File: src/hdl/hkre_pkg.sv
// hkre_pkg: shared types, constants and the key usage decoder
// for the hid keyboard report block; no dependencies
`timescale 1ns / 1ps

package hkre_pkg;

  localparam int KEY_SLOTS_DEF = 6;
  localparam int REPORT_BYTES  = 8;
  localparam int KEY_BYTES     = 7;

  localparam int CFG_IDX_W  = 2;
  localparam int CFG_DATA_W = 16;

  localparam logic [CFG_IDX_W-1:0] REG_ENABLE   = 2'd0;
  localparam logic [CFG_IDX_W-1:0] REG_DELAY    = 2'd1;
  localparam logic [CFG_IDX_W-1:0] REG_INTERVAL = 2'd2;

  localparam logic [15:0] DELAY_RESET    = 16'd500;
  localparam logic [15:0] INTERVAL_RESET = 16'd50;

  localparam logic       KIND_TICK  = 1'b1;
  localparam logic [3:0] MIN_COUNT  = 4'd2;
  localparam logic [7:0] SHIFT_MASK = 8'h02;
  localparam logic [7:0] MOD_FIRST  = 8'hE0;
  localparam logic [7:0] MOD_LAST   = 8'hE7;

  localparam logic [7:0] U_A      = 8'h04;
  localparam logic [7:0] U_Z      = 8'h1D;
  localparam logic [7:0] U_1      = 8'h1E;
  localparam logic [7:0] U_9      = 8'h26;
  localparam logic [7:0] U_ENTER  = 8'h28;
  localparam logic [7:0] U_ESC    = 8'h29;
  localparam logic [7:0] U_BKSP   = 8'h2A;
  localparam logic [7:0] U_TAB    = 8'h2B;
  localparam logic [7:0] U_CAPS   = 8'h39;
  localparam logic [7:0] U_HOME   = 8'h4A;
  localparam logic [7:0] U_DELETE = 8'h4C;
  localparam logic [7:0] U_END    = 8'h4D;
  localparam logic [7:0] U_RIGHT  = 8'h4F;
  localparam logic [7:0] U_LEFT   = 8'h50;
  localparam logic [7:0] U_DOWN   = 8'h51;
  localparam logic [7:0] U_UP     = 8'h52;

  localparam logic [3:0] ACT_CHAR  = 4'd0;
  localparam logic [3:0] ACT_ENTER = 4'd1;
  localparam logic [3:0] ACT_ESC   = 4'd2;
  localparam logic [3:0] ACT_BKSP  = 4'd3;
  localparam logic [3:0] ACT_DEL   = 4'd4;
  localparam logic [3:0] ACT_LEFT  = 4'd5;
  localparam logic [3:0] ACT_RIGHT = 4'd6;
  localparam logic [3:0] ACT_UP    = 4'd7;
  localparam logic [3:0] ACT_DOWN  = 4'd8;
  localparam logic [3:0] ACT_HOME  = 4'd9;
  localparam logic [3:0] ACT_END   = 4'd10;
  localparam logic [3:0] ACT_CAPS  = 4'd11;

  localparam logic [1:0] DK_NONE   = 2'd0;
  localparam logic [1:0] DK_ONCE   = 2'd1;
  localparam logic [1:0] DK_REPEAT = 2'd2;

  typedef struct packed {
    logic        kind;
    logic [7:0]  report_modifiers;
    logic [7:0]  key_byte_1;
    logic [7:0]  key_byte_2;
    logic [7:0]  key_byte_3;
    logic [7:0]  key_byte_4;
    logic [7:0]  key_byte_5;
    logic [7:0]  key_byte_6;
    logic [7:0]  key_byte_7;
    logic [3:0]  byte_count;
    logic [31:0] time_ms;
  } in_item_t;

  typedef struct packed {
    logic [7:0] key_code;
    logic [3:0] action;
    logic [6:0] char_code;
    logic [7:0] modifiers_in_effect;
    logic       caps_lock_on;
    logic       is_repeat;
    logic       last;
  } out_item_t;

  typedef struct packed {
    logic [1:0] kind;
    logic [3:0] action;
    logic [6:0] ch;
  } dec_t;

  typedef struct packed {
    logic push;
    logic finish;
  } oseq_ctl_t;

  typedef struct packed {
    logic can_push;
    logic finish_done;
  } oseq_sts_t;

  function automatic logic [6:0] shifted_digit(input logic [7:0] u);
    logic [6:0] c;
    unique case (u)
      8'h1E:   c = 7'h21;
      8'h1F:   c = 7'h40;
      8'h20:   c = 7'h23;
      8'h21:   c = 7'h24;
      8'h22:   c = 7'h25;
      8'h23:   c = 7'h5E;
      8'h24:   c = 7'h26;
      8'h25:   c = 7'h2A;
      8'h26:   c = 7'h28;
      default: c = 7'h00;
    endcase
    return c;
  endfunction

  function automatic logic [6:0] usage_char(input logic [7:0] u, input logic sh);
    logic [6:0] c;
    if (u >= U_A && u <= U_Z) begin
      c = (sh ? 7'h41 : 7'h61) + 7'(u - U_A);
    end else if (u >= U_1 && u <= U_9) begin
      c = sh ? shifted_digit(u) : 7'h31 + 7'(u - U_1);
    end else begin
      unique case (u)
        8'h27:   c = sh ? 7'h29 : 7'h30;
        8'h2C:   c = 7'h20;
        8'h2D:   c = sh ? 7'h5F : 7'h2D;
        8'h2E:   c = sh ? 7'h2B : 7'h3D;
        8'h2F:   c = sh ? 7'h7B : 7'h5B;
        8'h30:   c = sh ? 7'h7D : 7'h5D;
        8'h31:   c = sh ? 7'h7C : 7'h5C;
        8'h33:   c = sh ? 7'h3A : 7'h3B;
        8'h34:   c = sh ? 7'h22 : 7'h27;
        8'h35:   c = sh ? 7'h7E : 7'h60;
        8'h36:   c = sh ? 7'h3C : 7'h2C;
        8'h37:   c = sh ? 7'h3E : 7'h2E;
        8'h38:   c = sh ? 7'h3F : 7'h2F;
        default: c = 7'h00;
      endcase
    end
    return c;
  endfunction

  function automatic dec_t key_decode(input logic [7:0] u, input logic sh);
    dec_t d;
    d.kind   = DK_NONE;
    d.action = ACT_CHAR;
    d.ch     = 7'h00;
    unique case (u)
      U_ENTER:  begin d.kind = DK_REPEAT; d.action = ACT_ENTER; end
      U_ESC:    begin d.kind = DK_ONCE;   d.action = ACT_ESC;   end
      U_BKSP:   begin d.kind = DK_REPEAT; d.action = ACT_BKSP;  end
      U_TAB:    begin d.kind = DK_REPEAT; d.ch = 7'h09;         end
      U_DELETE: begin d.kind = DK_REPEAT; d.action = ACT_DEL;   end
      U_RIGHT:  begin d.kind = DK_REPEAT; d.action = ACT_RIGHT; end
      U_LEFT:   begin d.kind = DK_REPEAT; d.action = ACT_LEFT;  end
      U_DOWN:   begin d.kind = DK_REPEAT; d.action = ACT_DOWN;  end
      U_UP:     begin d.kind = DK_REPEAT; d.action = ACT_UP;    end
      U_HOME:   begin d.kind = DK_ONCE;   d.action = ACT_HOME;  end
      U_END:    begin d.kind = DK_ONCE;   d.action = ACT_END;   end
      U_CAPS:   begin d.kind = DK_ONCE;   d.action = ACT_CAPS;  end
      default: begin
        d.ch   = usage_char(u, sh);
        d.kind = (d.ch != 7'h00) ? DK_REPEAT : DK_NONE;
      end
    endcase
    return d;
  endfunction

endpackage

File: src/hdl/hkre_if.sv
// hkre_report_if / hkre_event_if: valid-ready channels for reports and key events
// depends on hkre_pkg
`timescale 1ns / 1ps

interface hkre_report_if;
  logic               valid;
  logic               ready;
  hkre_pkg::in_item_t data;

  modport source (output valid, output data, input ready);
  modport sink (input valid, input data, output ready);
endinterface

interface hkre_event_if;
  logic                valid;
  logic                ready;
  hkre_pkg::out_item_t data;

  modport source (output valid, output data, input ready);
  modport sink (input valid, input data, output ready);
endinterface

File: src/hdl/hkre_sub_unit.sv
// hkre_sub_unit: shared 32-bit subtractor with borrow, used for hold-time math
// depends on nothing
`timescale 1ns / 1ps

module hkre_sub_unit (
  input  logic [31:0] a,
  input  logic [31:0] b,
  output logic [31:0] diff,
  output logic        borrow
);

  logic [32:0] wide;

  assign wide   = {1'b0, a} - {1'b0, b};
  assign diff   = wide[31:0];
  assign borrow = wide[32];

endmodule

File: src/hdl/hkre_out_stage.sv
// hkre_out_stage: one-deep pending buffer plus output register; marks the last event
// depends on hkre_pkg, hkre_if
`timescale 1ns / 1ps

module hkre_out_stage (
  input  logic                clk,
  input  logic                rst,
  input  hkre_pkg::oseq_ctl_t ctl,
  input  hkre_pkg::out_item_t push_item,
  output hkre_pkg::oseq_sts_t sts,
  hkre_event_if.source        ev
);

  hkre_pkg::out_item_t pend;
  logic                pend_valid;
  hkre_pkg::out_item_t pend_mid;
  hkre_pkg::out_item_t pend_fin;
  hkre_pkg::out_item_t out_data;
  logic                out_valid;
  logic                out_free;

  assign out_free        = !out_valid || ev.ready;
  assign sts.can_push    = !pend_valid || out_free;
  assign sts.finish_done = !pend_valid || out_free;
  assign ev.valid        = out_valid;
  assign ev.data         = out_data;

  // pending transaction with the last flag cleared or set
  always_comb begin
    pend_mid      = pend;
    pend_mid.last = 1'b0;
    pend_fin      = pend;
    pend_fin.last = 1'b1;
  end

  always_ff @(posedge clk) begin
    if (rst) begin
      pend_valid <= 1'b0;
      out_valid  <= 1'b0;
    end else begin
      if (out_free) begin
        if (ctl.push && pend_valid) begin
          out_data  <= pend_mid;
          out_valid <= 1'b1;
        end else if (ctl.finish && pend_valid) begin
          out_data  <= pend_fin;
          out_valid <= 1'b1;
        end else begin
          out_valid <= 1'b0;
        end
      end
      if (ctl.push && sts.can_push) begin
        pend       <= push_item;
        pend_valid <= 1'b1;
      end else if (ctl.finish && pend_valid && out_free) begin
        pend_valid <= 1'b0;
      end
    end
  end

endmodule

File: src/hdl/hid_keyboard_report_to_key_events_core.sv
// report: accept, a release scan over the key bytes, a press scan over them, then flush
//   (one key byte per cycle in each scan; the press scan and the flush hold while the output stalls)
// tick: accept, then each slot in turn through the shared subtractor (since, delay,
//   interval, fire), then flush; one item in flight
// reset: synchronous; frees all slots, clears caps lock and modifiers,
//   disables the block and loads delay 500 ms and interval 50 ms
`timescale 1ns / 1ps

module hid_keyboard_report_to_key_events_core #(
  parameter int KEY_SLOTS = hkre_pkg::KEY_SLOTS_DEF
) (
  input  logic                            clk,
  input  logic                            rst,
  input  logic                            cfg_wr_en,
  input  logic [hkre_pkg::CFG_IDX_W-1:0]  cfg_index,
  input  logic [hkre_pkg::CFG_DATA_W-1:0] cfg_data,
  hkre_report_if.sink                     report_ch,
  hkre_event_if.source                    key_event_ch
);

  localparam int SW  = (KEY_SLOTS > 1) ? $clog2(KEY_SLOTS) : 1;
  localparam int NKW = $clog2(KEY_SLOTS + 1);
  localparam logic [SW-1:0]  LAST_SLOT  = SW'(KEY_SLOTS - 1);
  localparam logic [NKW-1:0] SLOT_COUNT = NKW'(KEY_SLOTS);
  localparam logic [2:0]     FIRST_BYTE = 3'd1;
  localparam logic [2:0]     LAST_BYTE  = 3'(hkre_pkg::KEY_BYTES);

  typedef enum logic [2:0] {
    ST_IDLE, ST_RELEASE, ST_PRESS, ST_T_SINCE, ST_T_DELAY, ST_T_INTV, ST_T_FIRE, ST_FLUSH
  } state_t;

  state_t             state;
  logic               enabled;
  logic [15:0]        delay;
  logic [15:0]        interval;
  hkre_pkg::in_item_t item;
  logic [2:0]         bidx;
  logic [NKW-1:0]     nk;
  logic [KEY_SLOTS-1:0] held_mask;
  logic [SW-1:0]      sidx;
  logic [31:0]        acc;
  logic [7:0]         slot_key  [KEY_SLOTS];
  logic [31:0]        slot_time [KEY_SLOTS];
  logic [7:0]         held_mods;
  logic               caps;

  logic [7:0]           cur_byte;
  logic [3:0]           eff_count;
  logic                 byte_ok;
  logic [KEY_SLOTS-1:0] match;
  logic [KEY_SLOTS-1:0] free;
  logic                 present;
  logic                 any_free;
  logic [SW-1:0]        free_idx;
  hkre_pkg::dec_t       dec_press;
  hkre_pkg::dec_t       dec_tick;
  logic [7:0]           tkey;
  logic [31:0]          ttime;
  logic                 press_fire;
  logic                 tick_fire;
  logic                 caps_toggle;
  logic                 stall;
  logic [31:0]          sub_a;
  logic [31:0]          sub_b;
  logic [31:0]          sub_diff;
  logic                 sub_borrow;
  hkre_pkg::oseq_ctl_t  ctl;
  hkre_pkg::oseq_sts_t  sts;
  hkre_pkg::out_item_t  push_item;

  // key byte under the scan pointer
  always_comb begin
    unique case (bidx)
      3'd1:    cur_byte = item.key_byte_1;
      3'd2:    cur_byte = item.key_byte_2;
      3'd3:    cur_byte = item.key_byte_3;
      3'd4:    cur_byte = item.key_byte_4;
      3'd5:    cur_byte = item.key_byte_5;
      3'd6:    cur_byte = item.key_byte_6;
      3'd7:    cur_byte = item.key_byte_7;
      default: cur_byte = 8'h00;
    endcase
  end

  assign eff_count = (item.byte_count > 4'(hkre_pkg::REPORT_BYTES)) ?
                     4'(hkre_pkg::REPORT_BYTES) : item.byte_count;
  assign byte_ok = ({1'b0, bidx} < eff_count) && (nk < SLOT_COUNT) && (cur_byte != 8'h00) &&
                   !(cur_byte >= hkre_pkg::MOD_FIRST && cur_byte <= hkre_pkg::MOD_LAST);

  always_comb begin
    free_idx = '0;
    for (int s = 0; s < KEY_SLOTS; s++) begin
      match[s] = (slot_key[s] == cur_byte);
      free[s]  = (slot_key[s] == 8'h00);
    end
    for (int s = KEY_SLOTS - 1; s >= 0; s--) begin
      if (free[s]) free_idx = SW'(s);
    end
  end

  assign present  = |match;
  assign any_free = |free;
  assign tkey     = slot_key[sidx];
  assign ttime    = slot_time[sidx];

  assign dec_press = hkre_pkg::key_decode(cur_byte,
                       ((item.report_modifiers & hkre_pkg::SHIFT_MASK) != 8'h00) || caps);
  assign dec_tick  = hkre_pkg::key_decode(tkey,
                       ((held_mods & hkre_pkg::SHIFT_MASK) != 8'h00) || caps);

  assign press_fire  = (state == ST_PRESS) && byte_ok && !present && any_free &&
                       (dec_press.kind != hkre_pkg::DK_NONE);
  assign tick_fire   = (state == ST_T_FIRE) && (dec_tick.kind != hkre_pkg::DK_NONE);
  assign caps_toggle = press_fire && (cur_byte == hkre_pkg::U_CAPS);
  assign ctl.push    = press_fire || tick_fire;
  assign ctl.finish  = (state == ST_FLUSH);
  assign stall       = ctl.push && !sts.can_push;

  always_comb begin
    if (state == ST_PRESS) begin
      push_item.key_code            = cur_byte;
      push_item.action              = dec_press.action;
      push_item.char_code           = dec_press.ch;
      push_item.modifiers_in_effect = item.report_modifiers;
      push_item.caps_lock_on        = caps ^ caps_toggle;
      push_item.is_repeat           = 1'b0;
    end else begin
      push_item.key_code            = tkey;
      push_item.action              = dec_tick.action;
      push_item.char_code           = dec_tick.ch;
      push_item.modifiers_in_effect = held_mods;
      push_item.caps_lock_on        = caps;
      push_item.is_repeat           = 1'b1;
    end
    push_item.last = 1'b0;
  end

  // operand select for the shared subtractor
  always_comb begin
    unique case (state)
      ST_T_SINCE: begin sub_a = item.time_ms; sub_b = ttime;           end
      ST_T_DELAY: begin sub_a = acc;          sub_b = {16'h0, delay};    end
      ST_T_INTV:  begin sub_a = acc;          sub_b = {16'h0, interval}; end
      default:    begin sub_a = item.time_ms; sub_b = {16'h0, delay};    end
    endcase
  end

  hkre_sub_unit u_sub (
    .a      (sub_a),
    .b      (sub_b),
    .diff   (sub_diff),
    .borrow (sub_borrow)
  );

  hkre_out_stage u_out (
    .clk       (clk),
    .rst       (rst),
    .ctl       (ctl),
    .push_item (push_item),
    .sts       (sts),
    .ev        (key_event_ch)
  );

  assign report_ch.ready = (state == ST_IDLE);

  always_ff @(posedge clk) begin
    if (rst) begin
      state     <= ST_IDLE;
      enabled   <= 1'b0;
      delay     <= hkre_pkg::DELAY_RESET;
      interval  <= hkre_pkg::INTERVAL_RESET;
      bidx      <= FIRST_BYTE;
      nk        <= '0;
      held_mask <= '0;
      sidx      <= '0;
      held_mods <= 8'h00;
      caps      <= 1'b0;
      for (int s = 0; s < KEY_SLOTS; s++) begin
        slot_key[s]  <= 8'h00;
        slot_time[s] <= 32'h0;
      end
    end else begin
      if (cfg_wr_en) begin
        unique case (cfg_index)
          hkre_pkg::REG_ENABLE:   enabled  <= cfg_data[0];
          hkre_pkg::REG_DELAY:    delay    <= cfg_data;
          hkre_pkg::REG_INTERVAL: interval <= cfg_data;
          default: ;
        endcase
      end
      unique case (state)
        ST_IDLE: begin
          if (report_ch.valid) begin
            item      <= report_ch.data;
            bidx      <= FIRST_BYTE;
            nk        <= '0;
            held_mask <= '0;
            sidx      <= '0;
            if (enabled) begin
              if (report_ch.data.kind == hkre_pkg::KIND_TICK) begin
                state <= ST_T_SINCE;
              end else if (report_ch.data.byte_count >= hkre_pkg::MIN_COUNT) begin
                state <= ST_RELEASE;
              end
            end
          end
        end
        ST_RELEASE: begin
          if (byte_ok) begin
            held_mask <= held_mask | match;
            nk        <= nk + 1'b1;
          end
          if (bidx == LAST_BYTE) begin
            // free slots whose key is gone from the report
            for (int s = 0; s < KEY_SLOTS; s++) begin
              if (!(held_mask[s] || (byte_ok && match[s]))) slot_key[s] <= 8'h00;
            end
            bidx  <= FIRST_BYTE;
            nk    <= '0;
            state <= ST_PRESS;
          end else begin
            bidx <= bidx + 1'b1;
          end
        end
        ST_PRESS: begin
          if (!stall) begin
            if (byte_ok) nk <= nk + 1'b1;
            if (press_fire) begin
              if (caps_toggle) caps <= ~caps;
              if (dec_press.kind == hkre_pkg::DK_REPEAT) begin
                slot_key[free_idx]  <= cur_byte;
                slot_time[free_idx] <= item.time_ms;
              end
            end
            if (bidx == LAST_BYTE) begin
              held_mods <= item.report_modifiers;
              state     <= ST_FLUSH;
            end else begin
              bidx <= bidx + 1'b1;
            end
          end
        end
        ST_T_SINCE: begin
          if (tkey == 8'h00) begin
            sidx  <= (sidx == LAST_SLOT) ? '0 : sidx + 1'b1;
            state <= (sidx == LAST_SLOT) ? ST_FLUSH : ST_T_SINCE;
          end else begin
            acc   <= sub_diff;
            state <= ST_T_DELAY;
          end
        end
        ST_T_DELAY: begin
          if (sub_borrow) begin
            sidx  <= (sidx == LAST_SLOT) ? '0 : sidx + 1'b1;
            state <= (sidx == LAST_SLOT) ? ST_FLUSH : ST_T_SINCE;
          end else begin
            acc   <= sub_diff;
            state <= ST_T_INTV;
          end
        end
        ST_T_INTV: begin
          if (sub_borrow) begin
            sidx  <= (sidx == LAST_SLOT) ? '0 : sidx + 1'b1;
            state <= (sidx == LAST_SLOT) ? ST_FLUSH : ST_T_SINCE;
          end else begin
            state <= ST_T_FIRE;
          end
        end
        ST_T_FIRE: begin
          if (!stall) begin
            // restart the interval: time base becomes now minus delay
            slot_time[sidx] <= sub_diff;
            sidx  <= (sidx == LAST_SLOT) ? '0 : sidx + 1'b1;
            state <= (sidx == LAST_SLOT) ? ST_FLUSH : ST_T_SINCE;
          end
        end
        ST_FLUSH: begin
          if (sts.finish_done) state <= ST_IDLE;
        end
        default: state <= ST_IDLE;
      endcase
    end
  end

endmodule

File: src/flat_wrapper.sv
// flat-port wrapper written by rule: the top's interface ports become plain ports
module hid_keyboard_report_to_key_events_core_flat 
#(
  parameter int KEY_SLOTS = hkre_pkg::KEY_SLOTS_DEF
)
  (clk, rst, cfg_wr_en, cfg_index, cfg_data, report_ch_valid, report_ch_data, report_ch_ready, key_event_ch_valid, key_event_ch_data, key_event_ch_ready);
  hkre_report_if report_ch_i ();
  hkre_event_if key_event_ch_i ();
  input  logic clk;
  input  logic rst;
  input  logic cfg_wr_en;
  input  logic [hkre_pkg::CFG_IDX_W-1:0] cfg_index;
  input  logic [hkre_pkg::CFG_DATA_W-1:0] cfg_data;
  input wire logic [$bits(report_ch_i.valid)-1:0] report_ch_valid;
  input wire logic [$bits(report_ch_i.data)-1:0] report_ch_data;
  output wire logic [$bits(report_ch_i.ready)-1:0] report_ch_ready;
  output wire logic [$bits(key_event_ch_i.valid)-1:0] key_event_ch_valid;
  output wire logic [$bits(key_event_ch_i.data)-1:0] key_event_ch_data;
  input wire logic [$bits(key_event_ch_i.ready)-1:0] key_event_ch_ready;
  assign report_ch_i.valid = report_ch_valid;
  assign report_ch_i.data = report_ch_data;
  assign report_ch_ready = report_ch_i.ready;
  assign key_event_ch_valid = key_event_ch_i.valid;
  assign key_event_ch_data = key_event_ch_i.data;
  assign key_event_ch_i.ready = key_event_ch_ready;
  hid_keyboard_report_to_key_events_core #(.KEY_SLOTS(KEY_SLOTS)) u_core (.clk(clk), .rst(rst), .cfg_wr_en(cfg_wr_en), .cfg_index(cfg_index), .cfg_data(cfg_data), .report_ch(report_ch_i), .key_event_ch(key_event_ch_i));
endmodule
File: config.mk
export PLATFORM = sky130hd
export DESIGN_NAME = hid_keyboard_report_to_key_events_core_flat
export DESIGN_NICKNAME = d
export VERILOG_FILES = /design/src/hdl/hkre_pkg.sv /design/src/hdl/hkre_if.sv /design/src/hdl/hkre_sub_unit.sv /design/src/hdl/hkre_out_stage.sv /design/src/hdl/hid_keyboard_report_to_key_events_core.sv /design/src/flat_wrapper.sv
export SDC_FILE = /design/constraint.sdc
export NUM_CORES = 1
export LEC_CHECK = 0
export BUFFER_PORTS_ARGS = -buffer_cell sky130_fd_sc_hd__buf_4
export CAP_MARGIN = 25
export CORE_AREA = 10 10 266 369
export DETAILED_ROUTE_END_ITERATION = 6
export DIE_AREA = 0 0 276 379
export PLACE_DENSITY = 0.45
export SLEW_MARGIN = 20
export SYNTH_ARGS = -nofsm -noshare
export SYNTH_HDL_FRONTEND = slang
export SYNTH_HIERARCHICAL = 1
export SYNTH_SLANG_ARGS = --single-unit
File: constraint.sdc
create_clock -name clk -period 16.05 [get_ports clk]
set_input_delay 2.4075 -clock clk [delete_from_list [all_inputs] [get_ports clk]]
set_output_delay 2.4075 -clock clk [all_outputs]
set_load 0.05 [all_outputs]
=== Yosys cells after proc, flatten, opt, wreduce, memory -nomap -nowiden ===
Memory sizes are Yosys's and may differ from the RTL's. A register that Yosys moved wholly into a read port is not among the register bits.
Cells that the tools add are included.

* Muxes and demuxes: 159
* Bitwise operators: 11
* Equal/unequal tests: 106
* $add $sub $neg: 12
* Reductions and logical operators: 89
* Magnitude comparators: 14

{| class="wikitable"
|+ Operator list
! cell !! count
|-
| 8-bit by 6-bit == test with 1-bit output, second input constant || 50
|-
| 7-bit one-hot mux with 13 select lines || 2
|-
| 32-bit 2-to-1 mux || 5
|-
| 32-bit one-hot mux with 2 select lines || 2
|-
| 7-bit one-hot mux with 9 select lines || 2
|-
| 3-bit 2-to-1 mux || 40
|-
| 8-bit by 7-bit == test with 1-bit output, second input constant || 14
|-
| 4-bit one-hot mux with 11 select lines || 2
|-
| 7-bit 2-to-1 mux || 10
|-
| 32-bit OR reduction || 2
|-
| 30-bit 2-to-1 mux || 2
|-
| 5-bit 2-to-1 mux || 12
|-
| 6-bit 2-to-1 mux || 10
|-
| 8-bit zero test || 7
|-
| 8-bit 2-to-1 mux || 7
|-
| 8-bit one-hot mux with 7 select lines || 1
|-
| 1-bit 2-to-1 mux || 51
|-
| 8-bit == test || 6
|-
| 32-bit by 32-bit subtractor with 33-bit output || 1
|-
| 8-bit by 5-bit == test with 1-bit output, second input constant || 4
|-
| 29-bit 2-to-1 mux || 1
|-
| 7-bit one-hot mux with 2 select lines || 2
|-
| 3-bit == test, second input constant || 9
|-
| 1-bit logical AND || 25
|-
| 53 further kinds || 124
|}

* Output and inout bits: 32
* Flip-flop bits (word level): 253
* Word-level logic and storage cells: 429
* Bits in writable memories: 240
* Memories: 2

{| class="wikitable"
|+ Memories
! memory !! depth !! bits a word !! rd ports !! clocked after memory_dff !! wr ports !! RTL line !! source
|-
| u_core.slot_time || 6 || 32 || 1 || 1 || 6 || hid_keyboard_report_to_key_events_core.sv:43 || <nowiki>logic [31:0] slot_time [KEY_SLOTS];</nowiki>
|-
| u_core.slot_key || 6 || 8 || 7 || 1 || 6 || hid_keyboard_report_to_key_events_core.sv:42 || <nowiki>logic [7:0] slot_key [KEY_SLOTS];</nowiki>
|}

=== Longest topological paths before layout ===
Gate-level depths: netlist of the first run.

* Depth in word-level cells: 22
* Gate-level depth with buffers: 26

=== Hierarchy ===
Netlist of the first run, hierarchy kept.

{| class="wikitable"
|+ Modules (own cells, without submodules)
! module !! sequential area each (µm²) !! area an instance (µm²) !! instances !! cells each
|-
| hid_keyboard_report_to_key_events_core || 14,834.2 || 25,989.9 || 1 || 2,179
|-
| hkre_sub_unit || 0.0 || 1,979.4 || 1 || 301
|-
| hkre_out_stage || 1,811.7 || 1,899.3 || 1 || 73
|}

=== Worst setup path before layout of the first run ===
No wires, ideal clock.

* Path kind: input to register
* Start point: in rst
* End point: reg u_core/item[0] (netlist bit) (enable)
* Required time: 15.491 ns
* Arrival: 6.996 ns
* Stages: 3
* Path buffers: 2
* Setup slack: 8.495 ns
* Cell sequence: clkbuf_1 > clkbuf_1 > nor2_1

* Cells in the longest elaborated chain, start to end: 2

{| class="wikitable"
|+ Ends and longest elaborated chain
! item !! RTL line !! source
|-
| start: declaration || flat_wrapper.sv:10 || <nowiki>input logic rst;</nowiki>
|-
| 1-bit inverter (no line) || n/a ||
|-
| 3-bit AND reduction (no line) || n/a ||
|-
| end signal: assignment || hid_keyboard_report_to_key_events_core.sv:194 || <nowiki>item <= report_ch.data;</nowiki>
|-
| end: declaration || hid_keyboard_report_to_key_events_core.sv:36 || <nowiki>hkre_pkg::in_item_t item;</nowiki>
|}

No other way between the ends.
A chain may end at the register's enable or synchronous reset.

==> results.md, run 1 <==
- The via count of the first global-routing pass is 22,400.
- For this run, global-route usage on met3 was measured as 0.0227.
- In this run the tool buffered the top-level ports with 155 buffer cells.
- The critical path data required time is 16.30 ns.
- The most used routing layer in global routing is met2.
- The count of endpoints failing setup in the final report is 0.
- In the final routed layout, each cell accounts on average for 25.3 microns.
- By area the synthesized netlist is led by edfxtp_1 (51%), mux4_2 (6.0%), nor2_1 (4.5%).
- The fraction of synthesized cell area taken by the top area cell type is 0.514.
- Setup repair after global routing left no endpoint under its margin.
- The number of antenna cells inserted is 0.
- For this run, global-route usage on met2 was measured as 0.350.
- The worst-case IR drop observed on VDD is 0.0000774 V.
- The number of endpoints with negative hold slack in the final report is 0.
- For this run, asynchronously set or reset flops after synthesis account for 0.
- Summed over all failing endpoints, the final setup total negative slack is 0 ns.
- In the final layout, flip-flops and latches occupy 16,700 sq um.
- The number of gates resized after CTS was 0.
- The area of the multi-input gates is 12,300 sq um.
- The power density relative to cell area is 150 nW/um^2.
- The tool flagged a number of max-cap violations equal to 0.
- Of all nets on the critical path, the largest fanout is 40.
- In the final design database the tool counted 2,898 nets.
- The number of top-level pins is 156.
- Measured along the y axis, the die boundary spans 379 microns.
- The detailed router's first-iteration violation count is 1,650.
- Counting every instance in the synthesized netlist gives 2,553.
- For this run, design rule violations remaining after detail routing come to 0.
- The Yosys step of the flow raised 6 warnings.
- Among all flip-flop cells after synthesis, the most frequent one is edfxtp_1.
- Once the clock tree was built, the setup fixing pass inserted 0 buffers.
- In this run, post-CTS hold repair placed 0 buffers.
- The global-route met1 utilization is 0.203.
- The shortest clock period the worst path allows after layout is 7.94 ns.
- The number of sinks on the clock net is 576.
- Detailed routing inserted a total of 21,500 vias.
- The relative slew slack is 0.272.
- The number of antenna violations at the first check in global routing is 1.
- For the worst setup path, the data arrival time is 8.18 ns.
- In the routed layout, each cell is associated on average with a via count of 5.46.
- The tightest min-delay check is of the flip-flop to flip-flop type.
- The area of placed instances is 32,400 sq um.
- The flow ran to the end, and the final reports show no timing, DRC or antenna violations.
- The element type at the critical path end is a flip-flop.
- The cell area after synthesis is 29,900 sq um.
- The biggest area consumer among synthesized cells is edfxtp_1.
- The highest attainable clock frequency is 126 MHz.
- The H-tree was split into 3 levels.
- The worst setup path is launched from a flip-flop.
- The TritonCTS buffer count is 66.
- The core footprint is 91,100 sq um.
- The number of placement rows is 131.
- The final weighted congestion of routability-driven global placement is 0.896.
- Of the available clock period, the critical path in the final layout requires 0.495.
- The clock arrives with 0.0196 ns of skew.
- The HPWL reported at the end of detailed placement is 71,300 microns.
- After routing the design area is 34,500 sq um.
- After synthesis, the netlist uses 105 different library cells.
- The share of the core filled with cells in the final layout is 0.378.
- The die covers 105,000 sq um.
- The type of the setup path with the least slack is flip-flop to flip-flop.
- The root buffer cell is clkbuf_16.
- The total global routing track utilization is 0.185.
- For this run, the register share of the synthesized area comes to 0.557.
- Synthesis inferred 576 register bits.
- The TritonCTS clock tree is built.
- A synthesized cell averages 11.7 sq um.
- The routed design has 99,900 microns of wire.
- Counting flops with a built-in enable in the synthesized netlist gives 511.
- The clock-pin transition on the worst setup and hold timing paths is 0.06 ns.
- The wire length of the first global-routing pass is 147,000 microns.
- The final global-route overflow total is 0.
- The maximum number of pins on one net before global-route repair is 73.
- The post-detailed-route count of antenna-violating nets is 0.
- The clock latency on the worst-skew pair is 0.62 ns.
- The buffer depth of the longest clock path is 3.
- The fraction of layout instances using a drive strength above 1 is 0.188.
- The pre-antenna-repair detailed-routing pass consisted of 7 iterations.
- The leakage dissipation is 11.9 nW.
- After filler insertion, the fill cell instance count of the layout stands at 9,064.
- The pin slew with the least headroom to its limit is 1.09 ns.
- The horizontal die dimension is 276 microns.
- The total count of max-transition violations in the final report is 0.
- The area added between synthesis and finish is 15.4%.
- The initial utilization of the core area, before any placement, comes to 0.328.
registers in the layout, indices dropped and copies added, names as in the netlist, 6 cells and up, named ones only:
register / cells
u_core/slot_key: 64
u_core/delay: 16
u_core/slot_time: 256
u_core/item: 100
u_core/interval: 16
u_core/held_mask: 6
u_core/u_out/pend: 29
u_core/acc: 32
u_core/held_mods: 8
u_core/u_out/ev.data: 30
report_power, final:
group,total (mW),internal [mW],switching (mW)
clock,1.45,0.826,0.619
combinational,1.87,0.609,1.26
sequential,1.85,1.79,0.0599
total,5.17,3.23,1.94
cells in the final DEF (no fill, tap or decap), types with 19 or more instances in the layout:
cell type | netlist | layout
edfxtp_1 | 511 | 511
nor2_1 | 355 | 351
nand2_1 | 231 | 230
buf_4 | 2 | 196
a21oi_1 | 137 | 136
inv_1 | 105 | 105
mux4_2 | 80 | 80
o21ai_0 | 81 | 80
ha_1 | 73 | 73
clkbuf_16 | 0 | 68
dfxtp_1 | 65 | 60
xnor2_1 | 59 | 59
mux2i_1 | 55 | 55
nand3_1 | 54 | 54
a22oi_1 | 50 | 50
mux2_2 | 40 | 40
xor2_1 | 32 | 32
nor3_1 | 31 | 30
nand4_1 | 30 | 30
a31oi_1 | 28 | 28
conb_1 | 1 | 22
nor2_2 | 19 | 20
nor3b_1 | 19 | 19
nor4_1 | 19 | 19
final cells by class:
type / count / area share
multi-input combinational: 1738 / 0.357
timing repair buffer: 201 / 0.0441
clock inverter: 34 / 0.00694
inverter: 117 / 0.0127
sequential: 576 / 0.483
tap: 1197 / 0.0435
clock buffer: 83 / 0.0522
synth_stat cells, drive strengths merged, types with 14 or more instances:
master / number
a211oi: 14
a21o: 14
a21oi: 138
a22oi: 51
a31oi: 29
and2: 15
buf: 50
clkbuf: 93
dfxtp: 65
edfxtp: 511
ha: 73
inv: 114
mux2: 42
mux2i: 59
mux4: 80
nand2: 232
nand2b: 16
nand3: 55
nand4: 30
nor2: 374
nor3: 35
nor3b: 20
nor4: 22
o211ai: 18
o21ai: 90
o221a: 15
xnor2: 59
xor2: 32
worst max-delay path, stage by stage, from the launching register on:
cell and delay [ns]:
dfxtp_1 0.37, inv_1 0.11, ha_1 0.55, or3_1 0.59, o21ai_2 0.39, inv_2 0.39, ha_1 0.85, or3_1 0.28
o21ai_0 0.10, a211o_1 0.35, a41o_1 0.25, o311ai_1 0.23, a221o_1 0.14, nand4bb_1 0.23, o2111a_1 0.23, buf_4 0.52
a2bb2oi_1 0.28, or3_2 0.97, nand2_1 0.21, buf_4 0.47
final timing paths:
check | cells after the start | endpoint | from | slack, ns
max reg2reg | 19 | u_core/slot_time[3][27]$_SDFFCE_PN0P_ | u_core/bidx[1]$_SDFFE_PP0P_ | 8.11
min reg2reg | 0 | u_core/u_out/ev.data[19]$_DFFE_PP_ | u_core/u_out/pend[19]$_DFFE_PP_ | 0.42
max | 19 | u_core/slot_time[3][27]$_SDFFCE_PN0P_ | u_core/bidx[1]$_SDFFE_PP0P_ | 8.11
min | 0 | u_core/u_out/ev.data[19]$_DFFE_PP_ | u_core/u_out/pend[19]$_DFFE_PP_ | 0.42
per-layer routing:
| metal | wire length (microns) | part of all wire | vias to the layer above |
|---|---|---|---|
| li1 | - | - | 9820 |
| met1 | 38300 | 0.38 | 10900 |
| met2 | 53300 | 0.53 | 589 |
| met3 | 3710 | 0.037 | 195 |
| met4 | 4550 | 0.046 | 0 |
| met5 | 0 | 0 | - |
per-stage QoR:
step / setup WS (ns) / hold slack [ns] / total power [mW] / instances
2_1_floorplan: 8.49 / 0.400 / 3.12 / 2574
3_3_place_gp: 7.99 / 0.401 / 3.74 / 3824
3_5_place_dp: 7.81 / 0.405 / 3.74 / 3826
4_1_cts: 7.76 / 0.418 / 5.22 / 3943
5_1_grt: 7.61 / 0.425 / 5.43 / 3946
6_report: 8.11 / 0.418 / 5.17 / 3946
kinds of logic (layout without fill, tap and decap cells):
kind of cell	after synthesis	after routing	share of synthesized area
AO/OA/AOI/OAI	515	515	0.120
XOR/XNOR	91	91	0.0267
adder cells (fa/ha/maj)	74	74	0.0313
buffers and inverters	260	435	0.0357
flip-flops	576	576	0.557
multiplexers	181	181	0.0970
other	1	22	0.000126
AND/OR/NAND/NOR	855	855	0.132
Power figures use the tool's default switching activity.
==> run 2: changes to the inputs <==
--- a/config.mk
+++ b/config.mk
@@ -5,11 +5,12 @@
 export SDC_FILE = /design/constraint.sdc
 export NUM_CORES = 1
 export LEC_CHECK = 0
+export ABC_AREA = 1
 export BUFFER_PORTS_ARGS = -buffer_cell sky130_fd_sc_hd__buf_4
 export CAP_MARGIN = 25
-export CORE_AREA = 10 10 266 369
+export CORE_AREA = 10 10 270 375
 export DETAILED_ROUTE_END_ITERATION = 6
-export DIE_AREA = 0 0 276 379
+export DIE_AREA = 0 0 280 385
 export PLACE_DENSITY = 0.45
 export SLEW_MARGIN = 20
 export SYNTH_ARGS = -nofsm -noshare
==> constraint.sdc (replaced) <==
create_clock -name clk -period 8 [get_ports clk]
set_input_delay 1.2 -clock clk [delete_from_list [all_inputs] [get_ports clk]]
set_output_delay 1.2 -clock clk [all_outputs]
set_load 0.05 [all_outputs]
==> results.md, run 2 <==
- The flow ran to the end, but the final reports show violations.
- The checks that failed: design-rule violations.
- The fraction of synthesized cell area taken by the top area cell type is 0.497 (-0.0164).
- The total count of max-transition violations in the final report is 0 (unchanged).
- The sequential cell area is 16,700 sq um (about the same).
- The most repeated cell in the gate-level netlist after synthesis is nand2_1.
- The largest registers in the layout are u_core/slot_time (256), u_core/item (100), u_core/slot_key (64).
- The number of sinks on the clock net is 576 (unchanged).
- The HPWL reported at the end of detailed placement is 76,300 microns (+6.9%).
- The cell area after synthesis was 30,900 sq um (+3.3%).
- The worst clock skew is 0.0304 ns (+0.0108 ns).
- The horizontal die dimension came to 280 microns (+1.4%).
- The core footprint is 93,900 sq um (+3.0%).
- The fill cell instance count of the final layout is 9,755 (+7.6%).
- The number of placement rows came to 133 (+1.5%).
- The delay of the slowest cell on the worst path is 0.67 ns (-0.30 ns).
- The overall power of the completed layout is 11.9 mW (+130%).
- The number of top-level pins is 156 (unchanged).
- In this run the critical register-to-register path is captured at u_core/slot_time[1][29]$_SDFFCE_PN0P_.
- The area of the multi-input gates is 12,100 sq um (-1.4%).
- The instance count of the mapped netlist is 3,526 (+38%).
- The total global routing track utilization is 0.192 (+0.00733).
- The post-CTS resize count is 0 (unchanged).
- The wire length of the first global-routing pass was 156,000 microns (+6.1%).
- The number of port buffers is 155 (unchanged).
- The critical path arrival came to 6.61 ns (-1.57 ns).
- The fraction of layout instances using a drive strength above 1 came to 0.137 (-0.0506).
- The critical path data required time is 8.32 ns (-7.98 ns).
- The count of endpoints failing setup in the final report was 0 (unchanged).
- The maximum fanout count along the critical path came to 33 (-18%).
- The final hold slack is 0.400 ns (-0.0172 ns).
- The cell depth of the worst flop-to-flop path is 28 (+9).
- The warning count from the yosys run is 6 (unchanged).
- The area added between synthesis and finish is 15.0%.
- The register with the highest flop count is u_core/slot_time.
- The dominant synthesized flop cell is edfxtp_1.
- The shortest clock period the worst path allows after layout was 6.29 ns (-1.64 ns).
- The starting density of the core was 0.329 (+0.00101).
- The element type at the critical path start is a flip-flop.
- The H-tree depth is 3 (unchanged).
- The dominant cell type by count on the critical path is nand2_1.
- The via count of the first global-routing pass is 25,000 (+11%).
- The overall via count from detail_route came to 24,400 (+13%).
- The buffer depth of the longest clock path was 3 (unchanged).
- The post-synthesis average cell area is 8.75 sq um (-25%).
- The cell count of the worst hold path is 0 (unchanged).
- The number of distinct library cells after synthesis was 60 (-43%).
- The TritonCTS buffer count is 66 (unchanged).
- The final weighted congestion of routability-driven global placement is 0.922 (+3.0%).
- The final total negative setup slack is 0 ns (unchanged).
- The final global-route overflow total is 0 (unchanged).
- The endpoint of the worst hold path is u_core/u_out/ev.data[26]$_DFFE_PP_.
- The height of the chip came to 385 microns (+1.6%).
- The number of buffers added for setup after CTS is 0 (unchanged).
- The clock-pin transition on the worst setup and hold timing paths is 0.06 ns (about the same).
- The leakage dissipation is 14.7 nW (+23%).
- In this run the worst hold path is classified as flip-flop to flip-flop.
- The total wirelength of the detailed-routed design is 105,000 microns (+5.0%).
- CTS placed an instance of clkbuf_16 at the clock tree root.
- The sequential share of the synthesized area is 0.539 (-0.0178).
- The number of iterations in the first detailed-routing pass is 7 (unchanged).
- The critical register-to-register path startpoint is u_core/bidx[2]$_SDFFE_PP0P_.
- The TritonCTS clock tree is built.
- The highest attainable clock frequency is 159 MHz (+26%).
- The commonest non-fill, non-tap cell in the layout is nand2_1.
- The power density relative to cell area came to 334 nW/um^2 (+120%).
- The largest vdd supply drop is 0.000224 V (+190%).
- Sorting the synthesized cells by how often they occur yields nand2_1 (723), nor2_1 (644), edfxtp_1 (511).
- The DRC violation count after routing is 2 (+2).
- The number of flip-flops under the largest register name was 256 (unchanged).
- The post-detailed-route count of antenna-violating nets is 0 (unchanged).
- The via density per instance is 4.94 (-9.5%).
- The relative slew slack came to 0.384 (+0.111).
- The element type at the critical path end is a flip-flop.
- Setup repair after global routing left no endpoint under its margin.
- The pin slew with the least headroom to its limit is 0.916 ns (-0.175 ns).
- The maximum number of pins on one net before global-route repair came to 69 (-5.5%).
- The total die area is 108,000 sq um (+3.1%).
- The detailed router's first-iteration violation count is 1,557 (-5.6%).
- After synthesis, the cell types taking the most area are edfxtp_1 (50%), nand2_1 (8.8%), nor2_1 (7.8%).
- The number of antenna violations at the first check in global routing is 1 (unchanged).
- The type of the setup path with the least slack is flip-flop to flip-flop.
- The register-to-register setup slack came to 1.71 ns (-6.41 ns).
- The fraction of the cycle the final worst path needs was 0.787 (+0.292).
- The max-capacitance violation count came to 0 (unchanged).
- The number of enable flip-flop cells after synthesis is 511 (unchanged).
- Leaving out fill and tap cells, the most frequent cells in the layout are nand2_1 (722), nor2_1 (638), edfxtp_1 (511).
- The number of endpoints with negative hold slack in the final report was 0 (unchanged).
- The number of buffers inserted by hold repair at cts was 0 (unchanged).
- The fraction of registers with async set/reset was 0 (unchanged).
- The post-detailed-route wirelength per cell is 21.2 microns (-16%).
- The worst hold path begins at u_core/u_out/pend[26]$_DFFE_PP_.
- The biggest area consumer among synthesized cells is edfxtp_1.
- The flip-flop and latch count after synthesis is 576 (unchanged).
- The number of nets in the layout is 3,873 (+34%).
- The clock latency on the worst-skew pair was 0.65 ns (+0.03 ns).
- The slowest stage of the critical path is the nand3_2 cell.
-- run 2: stage by stage --
stage | area (sq um) | util | cells | worst slack (ns)
after floorplan | 30900 | - | 3547 | 1.70
after global placement | 33300 | 0.355 | 4819 | 1.40
after detailed placement | 33300 | 0.355 | 4821 | 1.38
after CTS | 35500 | 0.378 | 4939 | 1.34
after global routing | 35500 | 0.378 | 4941 | 1.15
final | 35500 | 0.378 | 4941 | 1.71
-- run 2: per-layer routing --
layer	part of all wire	track usage	up-vias
met5	0	0	-
met4	0.043	0.0910	0
met3	0.028	0.0204	174
met2	0.55	0.377	489
met1	0.38	0.200	11700
li1	-	-	12000
-- run 2: area by class of cell --
class	count	share of cell area
Antenna cell	1	0.0000705
Clock inverter	35	0.00952
Multi-Input combinational cell	2434	0.342
Sequential cell	576	0.469
Tap cell	1215	0.0429
Inverter	397	0.0421
Clock buffer	83	0.0507
Timing Repair Buffer	200	0.0431
-- run 2: logic make-up (layout without fill, tap and decap cells) --
| kind of cell | after synthesis | count (layout) | share of synthesized area |
|---|---|---|---|
| XOR/XNOR | 65 | 65 | 0.0185 |
| adder cells (fa/ha/maj) | 74 | 74 | 0.0303 |
| AO/OA/AOI/OAI | 512 | 512 | 0.0968 |
| AND/OR/NAND/NOR | 1761 | 1761 | 0.243 |
| flip-flops | 576 | 576 | 0.539 |
| buffers and inverters | 537 | 715 | 0.0715 |
| other | 1 | 23 | 0.000122 |
-- run 2: where the power goes --
group / switching (mW) / internal [mW]
clock network: 1.27 / 1.76
logic: 3.58 / 1.39
registers: 0.145 / 3.70
-- run 2: worst max-delay path by stage --
stage,slack (ns),start,endpoint
2_1_floorplan,1.70,u_core/state[1]$_SDFFE_PP0P_,u_core/item[0]$_DFFE_PP_
3_3_place_gp,1.40,u_core/bidx[2]$_SDFFE_PP0P_,u_core/slot_time[0][9]$_SDFFCE_PN0P_
3_5_place_dp,1.38,u_core/bidx[2]$_SDFFE_PP0P_,u_core/slot_time[1][19]$_SDFFCE_PN0P_
4_1_cts,1.34,u_core/bidx[2]$_SDFFE_PP0P_,u_core/slot_time[1][28]$_SDFFCE_PN0P_
5_1_grt,1.15,u_core/bidx[2]$_SDFFE_PP0P_,u_core/slot_time[1][29]$_SDFFCE_PN0P_
6_report,1.71,u_core/bidx[2]$_SDFFE_PP0P_,u_core/slot_time[1][29]$_SDFFCE_PN0P_
-- run 2: worst max-delay path, delay by kind of cell, from the launching register on --
kind / cells / cell delay (ns)
fa+ha+maj: 2 / 0.65
simple gates: 17 / 2.94
buf+inv: 6 / 1.05
flops: 1 / 0.62
compound gates: 3 / 0.61
==> run 3: changes to the inputs <==
--- a/config.mk
+++ b/config.mk
@@ -5,13 +5,13 @@
 export SDC_FILE = /design/constraint.sdc
 export NUM_CORES = 1
 export LEC_CHECK = 0
-export ABC_AREA = 1
+export ABC_AREA = 0
 export BUFFER_PORTS_ARGS = -buffer_cell sky130_fd_sc_hd__buf_4
 export CAP_MARGIN = 25
-export CORE_AREA = 10 10 270 375
+export CORE_AREA = 10 10 266 369
 export DETAILED_ROUTE_END_ITERATION = 6
-export DIE_AREA = 0 0 280 385
-export PLACE_DENSITY = 0.45
+export DIE_AREA = 0 0 276 379
+export PLACE_DENSITY = 0.47
 export SLEW_MARGIN = 20
 export SYNTH_ARGS = -nofsm -noshare
 export SYNTH_HDL_FRONTEND = slang
==> constraint.sdc (replaced) <==
create_clock -name clk -period 5.7 [get_ports clk]
set_input_delay 0.855 -clock clk [delete_from_list [all_inputs] [get_ports clk]]
set_output_delay 0.855 -clock clk [all_outputs]
set_load 0.05 [all_outputs]
==> results.md, run 3 (synthesis gave the netlist of run 1 again) <==
- The count of endpoints failing setup in the final report is 0 (unchanged).
- The cell depth of the worst flop-to-flop path is 21 (-25%).
- The final weighted congestion of routability-driven global placement came to 0.940 (+1.9%).
- The final hold slack is 0.365 ns (-0.0350 ns).
- The total count of max-transition violations in the final report was 0 (unchanged).
- The via density per instance is 5.38 (+8.9%).
- The critical path arrival is 6.05 ns (-0.56 ns).
- The worst clock skew is 0.0286 ns (-0.00180 ns).
- The leakage dissipation is 12.9 nW (-12%).
- The TritonCTS buffer count was 60 (-9.1%).
- The highest attainable clock frequency is 181 MHz (+14%).
- The overall via count from detail_route is 22,000 (-9.6%).
- The area of the multi-input gates was 12,400 sq um (+2.3%).
- The relative slew slack came to 0.285 (-0.0985).
- The final global-route overflow total is 0 (unchanged).
- The post-detailed-route count of antenna-violating nets is 0 (unchanged).
- The largest vdd supply drop is 0.000239 V (+7.1%).
- The fill cell instance count of the final layout is 8,919 (-8.6%).
- The critical path data required time was 6.24 ns (-2.08 ns).
- The number of antenna cells inserted is 0 (-1).
- The H-tree depth came to 2 (-1).
- The horizontal die dimension came to 276 microns (-1.4%).
- The root buffer cell is clkbuf_16.
- The fraction of layout instances using a drive strength above 1 is 0.242 (+0.104).
- The starting density of the core was 0.328 (-0.00101).
- The detailed router's first-iteration violation count is 1,558 (+0.064%).
- The total die area came to 105,000 sq um (-3.0%).
- The post-detailed-route wirelength per cell is 24.9 microns (+17%).
- The number of flip-flops under the largest register name was 256 (unchanged).
- The library cells used most frequently in the layout, excluding fill and tap cells, are edfxtp_1 (511), nor2_1 (351), buf_4 (331).
- The total wirelength of the detailed-routed design is 102,000 microns (-2.6%).
- The element type at the critical path end is a flip-flop.
- The number of port buffers came to 155 (unchanged).
- The maximum fanout count along the critical path is 19 (-42%).
- The register-to-register setup slack is 0.19 ns (-1.52 ns).
- The buffer depth of the longest clock path is 3 (unchanged).
- The number of antenna violations at the first check in global routing is 1 (unchanged).
- The library cell used most frequently in the layout, excluding fill and tap cells, is edfxtp_1.
- The number of nets in the layout is 3,052 (-21%).
- The wire length of the first global-routing pass is 150,000 microns (-3.5%).
- The sequential cell area came to 16,700 sq um (about the same).
- The HPWL reported at the end of detailed placement is 74,500 microns (-2.4%).
- The DRC violation count after routing is 0 (-2).
- The area growth from synthesis to layout is 21.0%.
- The run finished with clean final reports.
- The path class of the tightest hold or removal check is input port to flip-flop.
- The worst setup path is launched from a flip-flop.
- The type of the setup path with the least slack is flip-flop to flip-flop.
- The core footprint came to 91,100 sq um (-2.9%).
- The via count of the first global-routing pass is 23,000 (-8.0%).
- The cell count of the worst hold path is 1 (+1).
- The clock latency on the worst-skew pair is 0.66 ns (about the same).
- The fraction of the cycle the final worst path needs is 0.967 (+0.180).
- TritonCTS built the clock tree.
- The overall power of the completed layout came to 15.1 mW (+28%).
- The total global routing track utilization came to 0.189 (-0.00274).
- The max-capacitance violation count is 0 (unchanged).
- The number of buffers inserted by hold repair at cts came to 0 (unchanged).
- The number of sinks on the clock net is 576 (unchanged).
- The shortest clock period the worst path allows after layout is 5.51 ns (-0.785 ns).
- The height of the chip is 379 microns (-1.6%).
- The clock-pin transition on the worst setup and hold timing paths was 0.06 ns (about the same).
- In the final layout, the registers with the most flip-flops are u_core/slot_time (256), u_core/item (100), u_core/slot_key (64).
- The number of endpoints with negative hold slack in the final report came to 0 (unchanged).
- The register with the highest flop count is u_core/slot_time.
- The number of placement rows was 131 (-1.5%).
- The number of iterations in the first detailed-routing pass is 7 (unchanged).
- The power density relative to cell area came to 419 nW/um^2 (+25%).
- The pin slew with the least headroom to its limit was 1.07 ns (+0.153 ns).
- The maximum number of pins on one net before global-route repair is 74 (+7.2%).
- The number of top-level pins is 156 (unchanged).
-- run 3: cell count changes in the layout (fill, tap and decap cells not counted), sizes merged, moves of 42 or more --
| cell | before | now |
|---|---|---|
| a22oi | 0 | 51 |
| nor2 | 662 | 374 |
| o21ai | 290 | 90 |
| buf | 200 | 359 |
| mux2i | 0 | 59 |
| mux2 | 0 | 42 |
| nand3 | 217 | 55 |
| inv | 398 | 118 |
| xnor2 | 14 | 59 |
| mux4 | 0 | 80 |
| nand2 | 798 | 232 |
-- run 3: per-stage QoR --
stage / cell area [sq um] / utilization / worst slack (ns) / instances / setup TNS, ns
detailed placement: 33900 / 0.372 / 0.0262 / 3985 / 0
global placement: 33900 / 0.372 / 0.0549 / 3985 / 0
finish: 36100 / 0.397 / 0.190 / 4101 / 0
CTS: 36000 / 0.395 / 0.00512 / 4097 / 0
floorplan: 30000 / - / 0.00816 / 2574 / 0
global route: 36100 / 0.397 / -0.0257 / 4101 / -0.282
-- run 3: layer usage --
metal	track usage	vias to the layer above	routed length, microns
met5	0	-	0
met4	0.0805	0	4460
met3	0.0216	177	4430
met2	0.355	650	54300
met1	0.214	11100	39100
li1	-	10100	-
-- run 3: worst min-delay path by stage --
stage | start | slack [ns] | end
finish | report_ch_data[8] | 0.37 | u_core/item[8]$_DFFE_PP_
global route | report_ch_data[15] | 0.33 | u_core/item[15]$_DFFE_PP_
CTS | report_ch_data[0] | 0.32 | u_core/item[0]$_DFFE_PP_
detailed placement | u_core/u_out/pend[29]$_DFFE_PP_ | 0.41 | u_core/u_out/ev.data[29]$_DFFE_PP_
global placement | u_core/u_out/pend[2]$_DFFE_PP_ | 0.40 | u_core/u_out/ev.data[2]$_DFFE_PP_
floorplan | u_core/u_out/pend[10]$_DFFE_PP_ | 0.40 | u_core/u_out/ev.data[10]$_DFFE_PP_
-- run 3: what timing repair did --
item,in CTS,in global routing
resized for setup,0,27
setup endpoints to repair,0,631
buffers inserted,0,1
-- run 3: final cells by class --
cell class              instances  area share
clock buffers                  73      0.0443
inverters                     117      0.0122
well taps                    1197      0.0414
clock inverters                39      0.0123
repair buffers                361      0.0852
flip-flops and latches        576       0.461
multi-input cells            1738       0.344
-- run 3: critical path, stage by stage (launching register included) --
cell and delay, ns:
dfxtp_4 0.45, buf_4 0.38, buf_4 0.36, mux4_2 0.36
mux2i_1 0.38, a31oi_1 0.14, o221a_2 0.26, inv_1 0.14
ha_1 0.30, nor3_1 0.30, nor3_1 0.08, o21ai_0 0.09
buf_4 0.17, a21oi_1 0.07, buf_4 0.17, a311oi_2 0.38
o31a_1 0.37, o21a_1 0.22, nand2_1 0.10, nor3_1 0.30
nand2_1 0.10, a21oi_1 0.22
-- run 3: where the power goes --
group	switching, mW	leakage [nW]	total, mW	internal, mW
registers	0.156	5.41	5.20	5.05
logic	3.71	6.44	5.87	2.16
clock network	1.74	1.00	4.07	2.33
total	5.60	12.9	15.1	9.54
